===== src/hw/rtl/uole_pkg.sv =====
// ----------------------------------------------------------------------------
// uole_pkg
// Shared types and codes of the ordered unique-value list engine.
// ----------------------------------------------------------------------------
package uole_pkg;

  // action codes
  localparam logic [2:0] ACT_FIND      = 3'd0;
  localparam logic [2:0] ACT_INS_HEAD  = 3'd1;
  localparam logic [2:0] ACT_INS_TAIL  = 3'd2;
  localparam logic [2:0] ACT_INS_AFTER = 3'd3;
  localparam logic [2:0] ACT_REMOVE    = 3'd4;
  localparam logic [2:0] ACT_CLEAR     = 3'd5;
  localparam logic [2:0] ACT_READ      = 3'd6;
  // spare code, leaves the list as it is
  localparam logic [2:0] ACT_SPARE     = 3'd7;

  // status codes
  localparam logic [2:0] ST_OK            = 3'd0;
  localparam logic [2:0] ST_DUP_OR_ABSENT = 3'd1;
  localparam logic [2:0] ST_NO_ANCHOR     = 3'd2;
  localparam logic [2:0] ST_FULL          = 3'd3;
  localparam logic [2:0] ST_RANGE         = 3'd4;

  typedef struct packed {
    logic [2:0]         action;
    logic signed [31:0] item_value;
    logic signed [31:0] anchor_value;
    logic [3:0]         position;
  } item_t;

  typedef struct packed {
    logic [2:0]         status;
    logic               found;
    logic signed [31:0] read_value;
    logic [4:0]         entry_count;
  } result_t;

  // what the action does once the scan is over
  typedef enum logic [2:0] {
    PLAN_NONE  = 3'd0,
    PLAN_INS   = 3'd1,
    PLAN_REM   = 3'd2,
    PLAN_READ  = 3'd3,
    PLAN_CLEAR = 3'd4
  } plan_e;

  // controller to datapath
  typedef struct packed {
    logic load;
    logic scan_rd;
    logic scan_cmp;
    logic decide;
    logic ins_rd;
    logic ins_wr;
    logic ins_put;
    logic rem_rd;
    logic rem_wr;
    logic rem_fin;
    logic pos_rd;
    logic pos_take;
  } cmd_t;

  // datapath to controller
  typedef struct packed {
    logic  scan_end;
    logic  ins_end;
    logic  rem_end;
    plan_e plan;
  } sts_t;

endpackage


===== src/hw/rtl/unique_ordered_list_engine_unit.sv =====
// ----------------------------------------------------------------------------
// unique_ordered_list_engine_unit
// Ordered list of distinct signed 32-bit values with find, insert, remove,
// clear and read-at actions, one result beat per action.
// ----------------------------------------------------------------------------
//   channel   | signals              | handshake
//   ----------+----------------------+----------------------------------
//   action in | start, busy, in_i    | taken when start high, busy low
//   result    | done_o, result_o     | one cycle strobe, no back-pressure
//
// An action scans the list, reading each stored entry from memory and then
// comparing it; then an insert or remove shifts entries, reading and then
// writing each moved entry. Read-at scans, then reads the entry at the
// given position. The single-port list memory sets the pace.
// Reset clears the count; list memory contents are not cleared.
// The result beat cannot be stalled; the next action is taken after it.
module unique_ordered_list_engine_unit
  import uole_pkg::*;
#(
  parameter int CAPACITY = 16
) (
  input  logic    clk_i,
  input  logic    rst_ni,
  input  logic    start,
  output logic    busy,
  input  item_t   in_i,
  output logic    done_o,
  output result_t result_o
);

  cmd_t cmd;
  sts_t sts;

  // sequencer
  uole_ctrl u_ctrl (
    .clk_i  (clk_i),
    .rst_ni (rst_ni),
    .start  (start),
    .busy   (busy),
    .done_o (done_o),
    .sts_i  (sts),
    .cmd_o  (cmd)
  );

  // list storage and compare
  uole_dp #(
    .CAPACITY (CAPACITY)
  ) u_dp (
    .clk_i  (clk_i),
    .rst_ni (rst_ni),
    .cmd_i  (cmd),
    .sts_o  (sts),
    .in_i   (in_i),
    .res_o  (result_o)
  );

  // one result beat per action
  a_single_beat: assert property (@(posedge clk_i) disable iff (!rst_ni)
    done_o |=> !done_o) else $error("result strobe longer than one cycle");

  a_taken_busy: assert property (@(posedge clk_i) disable iff (!rst_ni)
    (start && !busy) |=> busy) else $error("accepted action did not start");

  a_done_busy: assert property (@(posedge clk_i) disable iff (!rst_ni)
    done_o |-> busy) else $error("result beat outside an action");

  a_found_ok: assert property (@(posedge clk_i) disable iff (!rst_ni)
    (done_o && result_o.found) |-> (result_o.status == ST_OK))
    else $error("found flag with error status");

endmodule


===== src/hw/rtl/uole_dp.sv =====
// ----------------------------------------------------------------------------
// uole_dp
// List memory, scan compare, shift moves and result registers.
// ----------------------------------------------------------------------------
module uole_dp
  import uole_pkg::*;
#(
  parameter int CAPACITY = 16
) (
  input  logic    clk_i,
  input  logic    rst_ni,
  input  cmd_t    cmd_i,
  output sts_t    sts_o,
  input  item_t   in_i,
  output result_t res_o
);

  localparam int IW = $clog2(CAPACITY);
  localparam int CW = $clog2(CAPACITY + 1);
  localparam int PW = (CW > 4) ? CW + 1 : 5;

  logic [31:0] mem [CAPACITY];

  logic [2:0]   act_q;
  logic [31:0]  item_q, anchor_q;
  logic [3:0]   pos_q;
  logic [CW-1:0] idx_q, len_q, ipos_q, apos_q, ins_at_q;
  logic          ihit_q, ahit_q;
  logic [31:0]  rdata_q, rval_q;
  logic [2:0]   status_q;
  logic          found_q;

  logic [2:0]    st;
  plan_e         plan;
  logic [CW-1:0] ins_at;
  logic          full, pos_ok;
  logic          rd_en, wr_en;
  logic [IW-1:0] raddr;
  logic [31:0]  wdata;

  assign full   = (len_q == CW'(CAPACITY));
  assign pos_ok = (PW'(pos_q) < PW'(len_q)) && (PW'(pos_q) < PW'(CAPACITY));

  // outcome of the action from the scan results
  always_comb begin
    plan   = PLAN_NONE;
    st     = ST_OK;
    ins_at = len_q;
    case (act_q)
      ACT_INS_HEAD, ACT_INS_TAIL, ACT_INS_AFTER: begin
        if (ihit_q) begin
          st = ST_DUP_OR_ABSENT;
        end else if (act_q == ACT_INS_AFTER && !ahit_q) begin
          st = ST_NO_ANCHOR;
        end else if (full) begin
          st = ST_FULL;
        end else begin
          plan = PLAN_INS;
          if (act_q == ACT_INS_HEAD) begin
            ins_at = '0;
          end else if (act_q == ACT_INS_AFTER) begin
            ins_at = CW'(apos_q + CW'(1));
          end
        end
      end
      ACT_REMOVE: begin
        if (ihit_q) plan = PLAN_REM;
        else st = ST_DUP_OR_ABSENT;
      end
      ACT_CLEAR: plan = PLAN_CLEAR;
      ACT_READ: begin
        if (pos_ok) plan = PLAN_READ;
        else st = ST_RANGE;
      end
      default: ;
    endcase
  end

  assign sts_o.scan_end = (idx_q == len_q);
  assign sts_o.ins_end  = (idx_q == ins_at_q);
  assign sts_o.rem_end  = (CW'(idx_q + CW'(1)) == len_q);
  assign sts_o.plan     = plan;

  // memory port address and data select
  always_comb begin
    rd_en = cmd_i.scan_rd | cmd_i.ins_rd | cmd_i.rem_rd | cmd_i.pos_rd;
    raddr = IW'(idx_q);
    if (cmd_i.ins_rd) raddr = IW'(idx_q - CW'(1));
    else if (cmd_i.rem_rd) raddr = IW'(idx_q + CW'(1));
    else if (cmd_i.pos_rd) raddr = IW'(pos_q);
    wr_en = cmd_i.ins_wr | cmd_i.rem_wr | cmd_i.ins_put;
    wdata = cmd_i.ins_put ? item_q : rdata_q;
  end

  // list memory, registered read
  always_ff @(posedge clk_i) begin
    if (wr_en) mem[IW'(idx_q)] <= wdata;
    if (rd_en) rdata_q <= mem[raddr];
  end

  // entry count
  always_ff @(posedge clk_i or negedge rst_ni) begin
    if (!rst_ni) begin
      len_q <= '0;
    end else if (cmd_i.decide && plan == PLAN_CLEAR) begin
      len_q <= '0;
    end else if (cmd_i.ins_put) begin
      len_q <= CW'(len_q + CW'(1));
    end else if (cmd_i.rem_fin) begin
      len_q <= CW'(len_q - CW'(1));
    end
  end

  // working registers
  always_ff @(posedge clk_i) begin
    if (cmd_i.load) begin
      act_q    <= in_i.action;
      item_q   <= in_i.item_value;
      anchor_q <= in_i.anchor_value;
      pos_q    <= in_i.position;
      idx_q    <= '0;
      ihit_q   <= 1'b0;
      ahit_q   <= 1'b0;
    end
    if (cmd_i.scan_cmp) begin
      if (rdata_q == item_q) begin
        ihit_q <= 1'b1;
        ipos_q <= idx_q;
      end
      if (rdata_q == anchor_q) begin
        ahit_q <= 1'b1;
        apos_q <= idx_q;
      end
      idx_q <= CW'(idx_q + CW'(1));
    end
    if (cmd_i.decide) begin
      status_q <= st;
      found_q  <= (act_q == ACT_FIND) && ihit_q;
      rval_q   <= '0;
      ins_at_q <= ins_at;
      idx_q    <= (plan == PLAN_REM) ? ipos_q : len_q;
    end
    if (cmd_i.ins_wr) idx_q <= CW'(idx_q - CW'(1));
    if (cmd_i.rem_wr) idx_q <= CW'(idx_q + CW'(1));
    if (cmd_i.pos_take) rval_q <= rdata_q;
  end

  assign res_o.status      = status_q;
  assign res_o.found       = found_q;
  assign res_o.read_value  = rval_q;
  assign res_o.entry_count = 5'(len_q);

endmodule


===== src/hw/rtl/uole_ctrl.sv =====
// ----------------------------------------------------------------------------
// uole_ctrl
// Sequencer: scan, decide, shift or read, then one result beat.
// ----------------------------------------------------------------------------
module uole_ctrl
  import uole_pkg::*;
(
  input  logic clk_i,
  input  logic rst_ni,
  input  logic start,
  output logic busy,
  output logic done_o,
  input  sts_t sts_i,
  output cmd_t cmd_o
);

  typedef enum logic [10:0] {
    S_IDLE     = 11'b00000000001,
    S_SCAN_RD  = 11'b00000000010,
    S_SCAN_CMP = 11'b00000000100,
    S_DECIDE   = 11'b00000001000,
    S_INS_CHK  = 11'b00000010000,
    S_INS_WR   = 11'b00000100000,
    S_REM_CHK  = 11'b00001000000,
    S_REM_WR   = 11'b00010000000,
    S_RD_ISSUE = 11'b00100000000,
    S_RD_TAKE  = 11'b01000000000,
    S_DONE     = 11'b10000000000
  } state_e;

  state_e state_q, state_d;

  // next state and commands
  always_comb begin
    state_d = state_q;
    cmd_o   = '0;
    case (state_q)
      S_IDLE: begin
        if (start) begin
          cmd_o.load = 1'b1;
          state_d    = S_SCAN_RD;
        end
      end
      S_SCAN_RD: begin
        if (sts_i.scan_end) begin
          state_d = S_DECIDE;
        end else begin
          cmd_o.scan_rd = 1'b1;
          state_d       = S_SCAN_CMP;
        end
      end
      S_SCAN_CMP: begin
        cmd_o.scan_cmp = 1'b1;
        state_d        = S_SCAN_RD;
      end
      S_DECIDE: begin
        cmd_o.decide = 1'b1;
        case (sts_i.plan)
          PLAN_INS:  state_d = S_INS_CHK;
          PLAN_REM:  state_d = S_REM_CHK;
          PLAN_READ: state_d = S_RD_ISSUE;
          default:   state_d = S_DONE;
        endcase
      end
      S_INS_CHK: begin
        if (sts_i.ins_end) begin
          cmd_o.ins_put = 1'b1;
          state_d       = S_DONE;
        end else begin
          cmd_o.ins_rd = 1'b1;
          state_d      = S_INS_WR;
        end
      end
      S_INS_WR: begin
        cmd_o.ins_wr = 1'b1;
        state_d      = S_INS_CHK;
      end
      S_REM_CHK: begin
        if (sts_i.rem_end) begin
          cmd_o.rem_fin = 1'b1;
          state_d       = S_DONE;
        end else begin
          cmd_o.rem_rd = 1'b1;
          state_d      = S_REM_WR;
        end
      end
      S_REM_WR: begin
        cmd_o.rem_wr = 1'b1;
        state_d      = S_REM_CHK;
      end
      S_RD_ISSUE: begin
        cmd_o.pos_rd = 1'b1;
        state_d      = S_RD_TAKE;
      end
      S_RD_TAKE: begin
        cmd_o.pos_take = 1'b1;
        state_d        = S_DONE;
      end
      S_DONE:  state_d = S_IDLE;
      default: state_d = S_IDLE;
    endcase
  end

  // state register
  always_ff @(posedge clk_i or negedge rst_ni) begin
    if (!rst_ni) state_q <= S_IDLE;
    else state_q <= state_d;
  end

  assign busy   = (state_q != S_IDLE);
  assign done_o = (state_q == S_DONE);

endmodule

===== config.mk =====
export PLATFORM = sky130hd
export DESIGN_NAME = unique_ordered_list_engine_unit
export DESIGN_NICKNAME = d
export VERILOG_FILES = /design/src/hw/rtl/uole_pkg.sv /design/src/hw/rtl/unique_ordered_list_engine_unit.sv /design/src/hw/rtl/uole_dp.sv /design/src/hw/rtl/uole_ctrl.sv
export SDC_FILE = /design/constraint.sdc
export NUM_CORES = 1
export LEC_CHECK = 0
export BUFFER_PORTS_ARGS = -buffer_cell sky130_fd_sc_hd__buf_2
export CAP_MARGIN = 20
export CELL_PAD_IN_SITES_DETAIL_PLACEMENT = 1
export CELL_PAD_IN_SITES_GLOBAL_PLACEMENT = 2
export CORE_MARGIN = 2
export CORE_UTILIZATION = 44
export CTS_CLUSTER_DIAMETER = 150
export DETAILED_ROUTE_END_ITERATION = 8
export PLACE_DENSITY = 0.8
export SLEW_MARGIN = 15
export SYNTH_ARGS = -nofsm -noshare
export SYNTH_HDL_FRONTEND = slang
export SYNTH_SLANG_ARGS = --single-unit

===== constraint.sdc =====
create_clock -name clk_i -period 5 [get_ports clk_i]
set_input_delay 0 -clock clk_i [delete_from_list [all_inputs] [get_ports clk_i]]
set_output_delay 0 -clock clk_i [all_outputs]
set_load 0.02 [all_outputs]

==> results.toml <==
[outcome]
outcome = "completed"

[global_routing]
grt_pass1_vias = 26240
grt_max_degree = 177
gr-usage-all-layers = 0.2846
grt_pass1_wl_mm = 168.5
antenna_found_initial = 2
globalRoute.totalOverflow = 0

[power_and_ir_drop]
power.internal_mw = 13.67
power.leakage_nw = 13.00
power_frac_comb = 0.415
irDropWorstVdd_mv = 0.6373
sw_frac_of_total = 0.3909
p_switching_mw = 8.772
p_per_area_nw_per_um2 = 570.5
pwr-share-clk = 0.253
pwr-share-seq = 0.332

[detailed_routing]
wl_per_cell_um = 29.65
num_vias = 25130
drc = 0
vias_per_cell = 6.469
drt_pre_antenna_iters = 6
ant_nets = 0
routed_wl_mm = 115.2
first_iter_violations = 2298

[cells_and_area]
syn_to_final_growth_pct = 15.04
layout.nets = 2869
n_antenna_cell = 0
drive_gt1_frac = 0.1361
stdcell_area_um2 = 39330
fin_cells = 3884

[setup_path]
reg2reg_depth = 11
critPathArrivalTime_ps = 4650
critPathCaptureType = "flip-flop"
r2r_end = "u_dp.rdata_q[18]$_DFFE_PP_"
critPathLaunchType = "flip-flop"
critPathRequiredTime_ps = 5380
crit_type = "flip-flop to flip-flop"
r2r_start = "u_dp.idx_q[0]$_DFFE_PP_"
reg2reg_slack_ps = 730
crit_path_max_fanout = 89

[placement]
post_dp_cell_area_um2 = 36090
placed_cells = 3668
io_buffers = 116
place_congestion = 0.8433
pre_cts_slack_ps = 807.0
hpwlAfterDp_mm = 66.81

[clock_tree]
ctsHtreeMaxLevel = 3
cts-root-buf = "clkbuf_16"
clk_pin_slew_ps = 70
ctsLongestPathBuffers = 3
cts_tree = "built"
cts.sinks = 689
ctsHoldBuffers = 75
cts_setup_buffers = 0
cts_resized = 0
numCtsBuffers = 77
clk_latency_ps = 640

[min_path]
hold_depth = 2
hold_class = "input port to flip-flop"
hold_end = "u_dp.anchor_q[3]$_DFFE_PP_"
min_from = "in_i[7]"

[timing]
rsz0062_at_grt = "false"
relSlewSlack = 0.2423
worst_pin_slew_ps = 1137
setup_slack_ps = 726.9
setup_violations = 0
setup_tns_ps = 0
min_period_ps = 4273
fin_crit_sh = 0.8546
report.final.slew_viol_count = 0
max_freq_mhz = 234.0
finalHoldViolCount = 0
fin_skew_ps = 36.11

[yosys]
synthAdderAreaFrac = 0.004977
ys.flop_type = "edfxtp_1"
ys_seq_area_frac = 0.6023
synth_edf_count = 671
ys_seq_elements = 689
syn-num-nets = 2772
synth_area_per_cell_um2 = 12.73
synth.top_cells.by_count = "671 x edfxtp_1, 269 x nor3_1, 259 x mux2i_1, 187 x clkbuf_1, 154 x nand2_1"
synth_mux_area_frac = 0.08711
yosysTopAreaCell = "edfxtp_1"
synthArstFlopShare = 0.02322
synth-simple-area-share = 0.1167
netlist_area_um2 = 34190
synth_top_family_by_area = "compound AO/OA/AOI/OAI gates"
yosysMostFrequentCell = "edfxtp_1"
synth_compound_area_frac = 0.1328
synth_cell_types = 74
syn_inst = 2685
synth_xor_xnor_area_share = 0.02320
synth_top_area_share = 0.5894
ys_warn_count = 0
synthTopCellsByArea = "edfxtp_1 59%, mux2i_1 7.6%, nor3_1 3.9%"

[die]
start_util = 0.4428
dieHeight_um = 282.7
die-area_um2 = 79940
ioPinCount = 117
core_area_um2 = 77210
die_w_um = 282.7
rows = 102

[flow_run]
maxCapViolations = 0
-- kinds of logic after synthesis --
| kind of cell | count (synthesis) |
|---|---|
| mux | 293 |
| flops | 689 |
| fa+ha+maj | 13 |
| xor+xnor | 89 |
| simple gates | 753 |
| compound gates | 583 |
| buf+inv | 265 |
-- placed cells by master, fill, tap and decap left out, types with 4 or more instances in the layout --
master and count:
a211oi_1 5, buf_2 116, dfrtp_1 15, nor3_1 265
nand2b_1 129, nand4_1 9, ha_1 11, nor3_2 5
bufinv_16 7, dlygate4sd3_1 75, nor4_1 23, nor2_4 14
inv_1 15, a21oi_1 13, a221oi_1 4, o32a_1 124
and4_1 34, clkinv_1 15, nand3_1 15, o211ai_1 128
o21ai_0 141, clkinv_2 23, nor2b_1 7, clkbuf_1 10
edfxtp_1 671, nor2_1 37, o2111ai_1 128, nand2_1 154
xnor2_1 13, mux2_2 32, buf_12 25, mux2i_1 259
buf_4 49, and2_1 38, xor2_1 75, clkbuf_16 78
a21o_1 9
-- worst max-delay path by stage --
| stage | slack [ps] | start | end |
|---|---|---|---|
| after floorplan | 460 | u_dp.idx_q[1]$_DFFE_PP_ | u_dp.mem[3][0]$_DFFE_PP_ |
| after global placement | 1040 | u_ctrl.state_q[8]$_DFFE_PN0P_ | u_dp.rdata_q[2]$_DFFE_PP_ |
| after detailed placement | 810 | u_dp.idx_q[0]$_DFFE_PP_ | u_dp.rdata_q[18]$_DFFE_PP_ |
| after CTS | 790 | u_dp.idx_q[0]$_DFFE_PP_ | u_dp.rdata_q[18]$_DFFE_PP_ |
| after global routing | 470 | u_ctrl.state_q[8]$_DFFE_PN0P_ | u_dp.rdata_q[14]$_DFFE_PP_ |
| final | 730 | u_dp.idx_q[0]$_DFFE_PP_ | u_dp.rdata_q[18]$_DFFE_PP_ |
-- layer usage --
layer | vias up | global-route usage | wire (um)
li1 | 10810 | - | -
met1 | 13040 | 0.3561 | 45710
met2 | 976 | 0.4829 | 56900
met3 | 294 | 0.03688 | 6594
met4 | 2 | 0.1494 | 5955
met5 | - | 0 | 16
-- critical path: stages, from the launching register on --
cell and delay (ps):
edfxtp_1 370, buf_4 220, inv_1 140, ha_4 300, buf_4 800, inv_4 620, buf_4 410, nor3_1 230
o21ai_0 150, o2111ai_1 250, o211ai_1 160, and4_1 260
-- stage by stage --
step                utilization  power [mW]  hold WS [ps]
finish                   0.5094       22.44         71.28
global placement         0.4675       16.26        -76.69
CTS                      0.5094       22.41         43.35
global route             0.5094       23.37         68.80
floorplan                     -       13.93        -295.6
detailed placement       0.4675       16.67        -66.23
-- state kept, by name, indices dropped and copies added, names as in the netlist --
| register | flops |
|---|---|
| u_dp.item_q | 32 |
| u_dp.anchor_q | 32 |
| u_dp.act_q | 3 |
| u_dp.ins_at_q | 5 |
| u_dp.ahit_q | 1 |
| u_dp.apos_q | 5 |
| u_dp.len_q | 5 |
| u_dp.idx_q | 5 |
| u_dp.pos_q | 4 |
| u_dp.mem | 512 |
| u_ctrl.state_q | 11 |
| u_dp.ipos_q | 5 |
| u_dp.ihit_q | 1 |
| u_dp.found_q | 1 |
| u_dp.rval_q | 32 |
| u_dp.status_q | 3 |
| u_dp.rdata_q | 32 |
-- power by group through the flow --
stage               Clock, mW  Sequential, mW  Combinational [mW]
finish                   5.67            7.45                9.32
floorplan                   0            7.26                6.66
CTS                      5.74            7.43                9.25
global placement            0            7.53                8.72
global route             5.96            7.44                9.97
detailed placement          0            7.54                9.13
-- layout make-up --
class                      instances  area [um^2]
clock buffer                      88         1989
clock inverter                    53        494.2
fill                            7699        37880
inverter                          18        78.83
multi-input combinational       1731        12670
sequential                       689        20590
tap                             1040         1301
timing repair buffer             265         2200
Power figures use the tool's default switching activity.
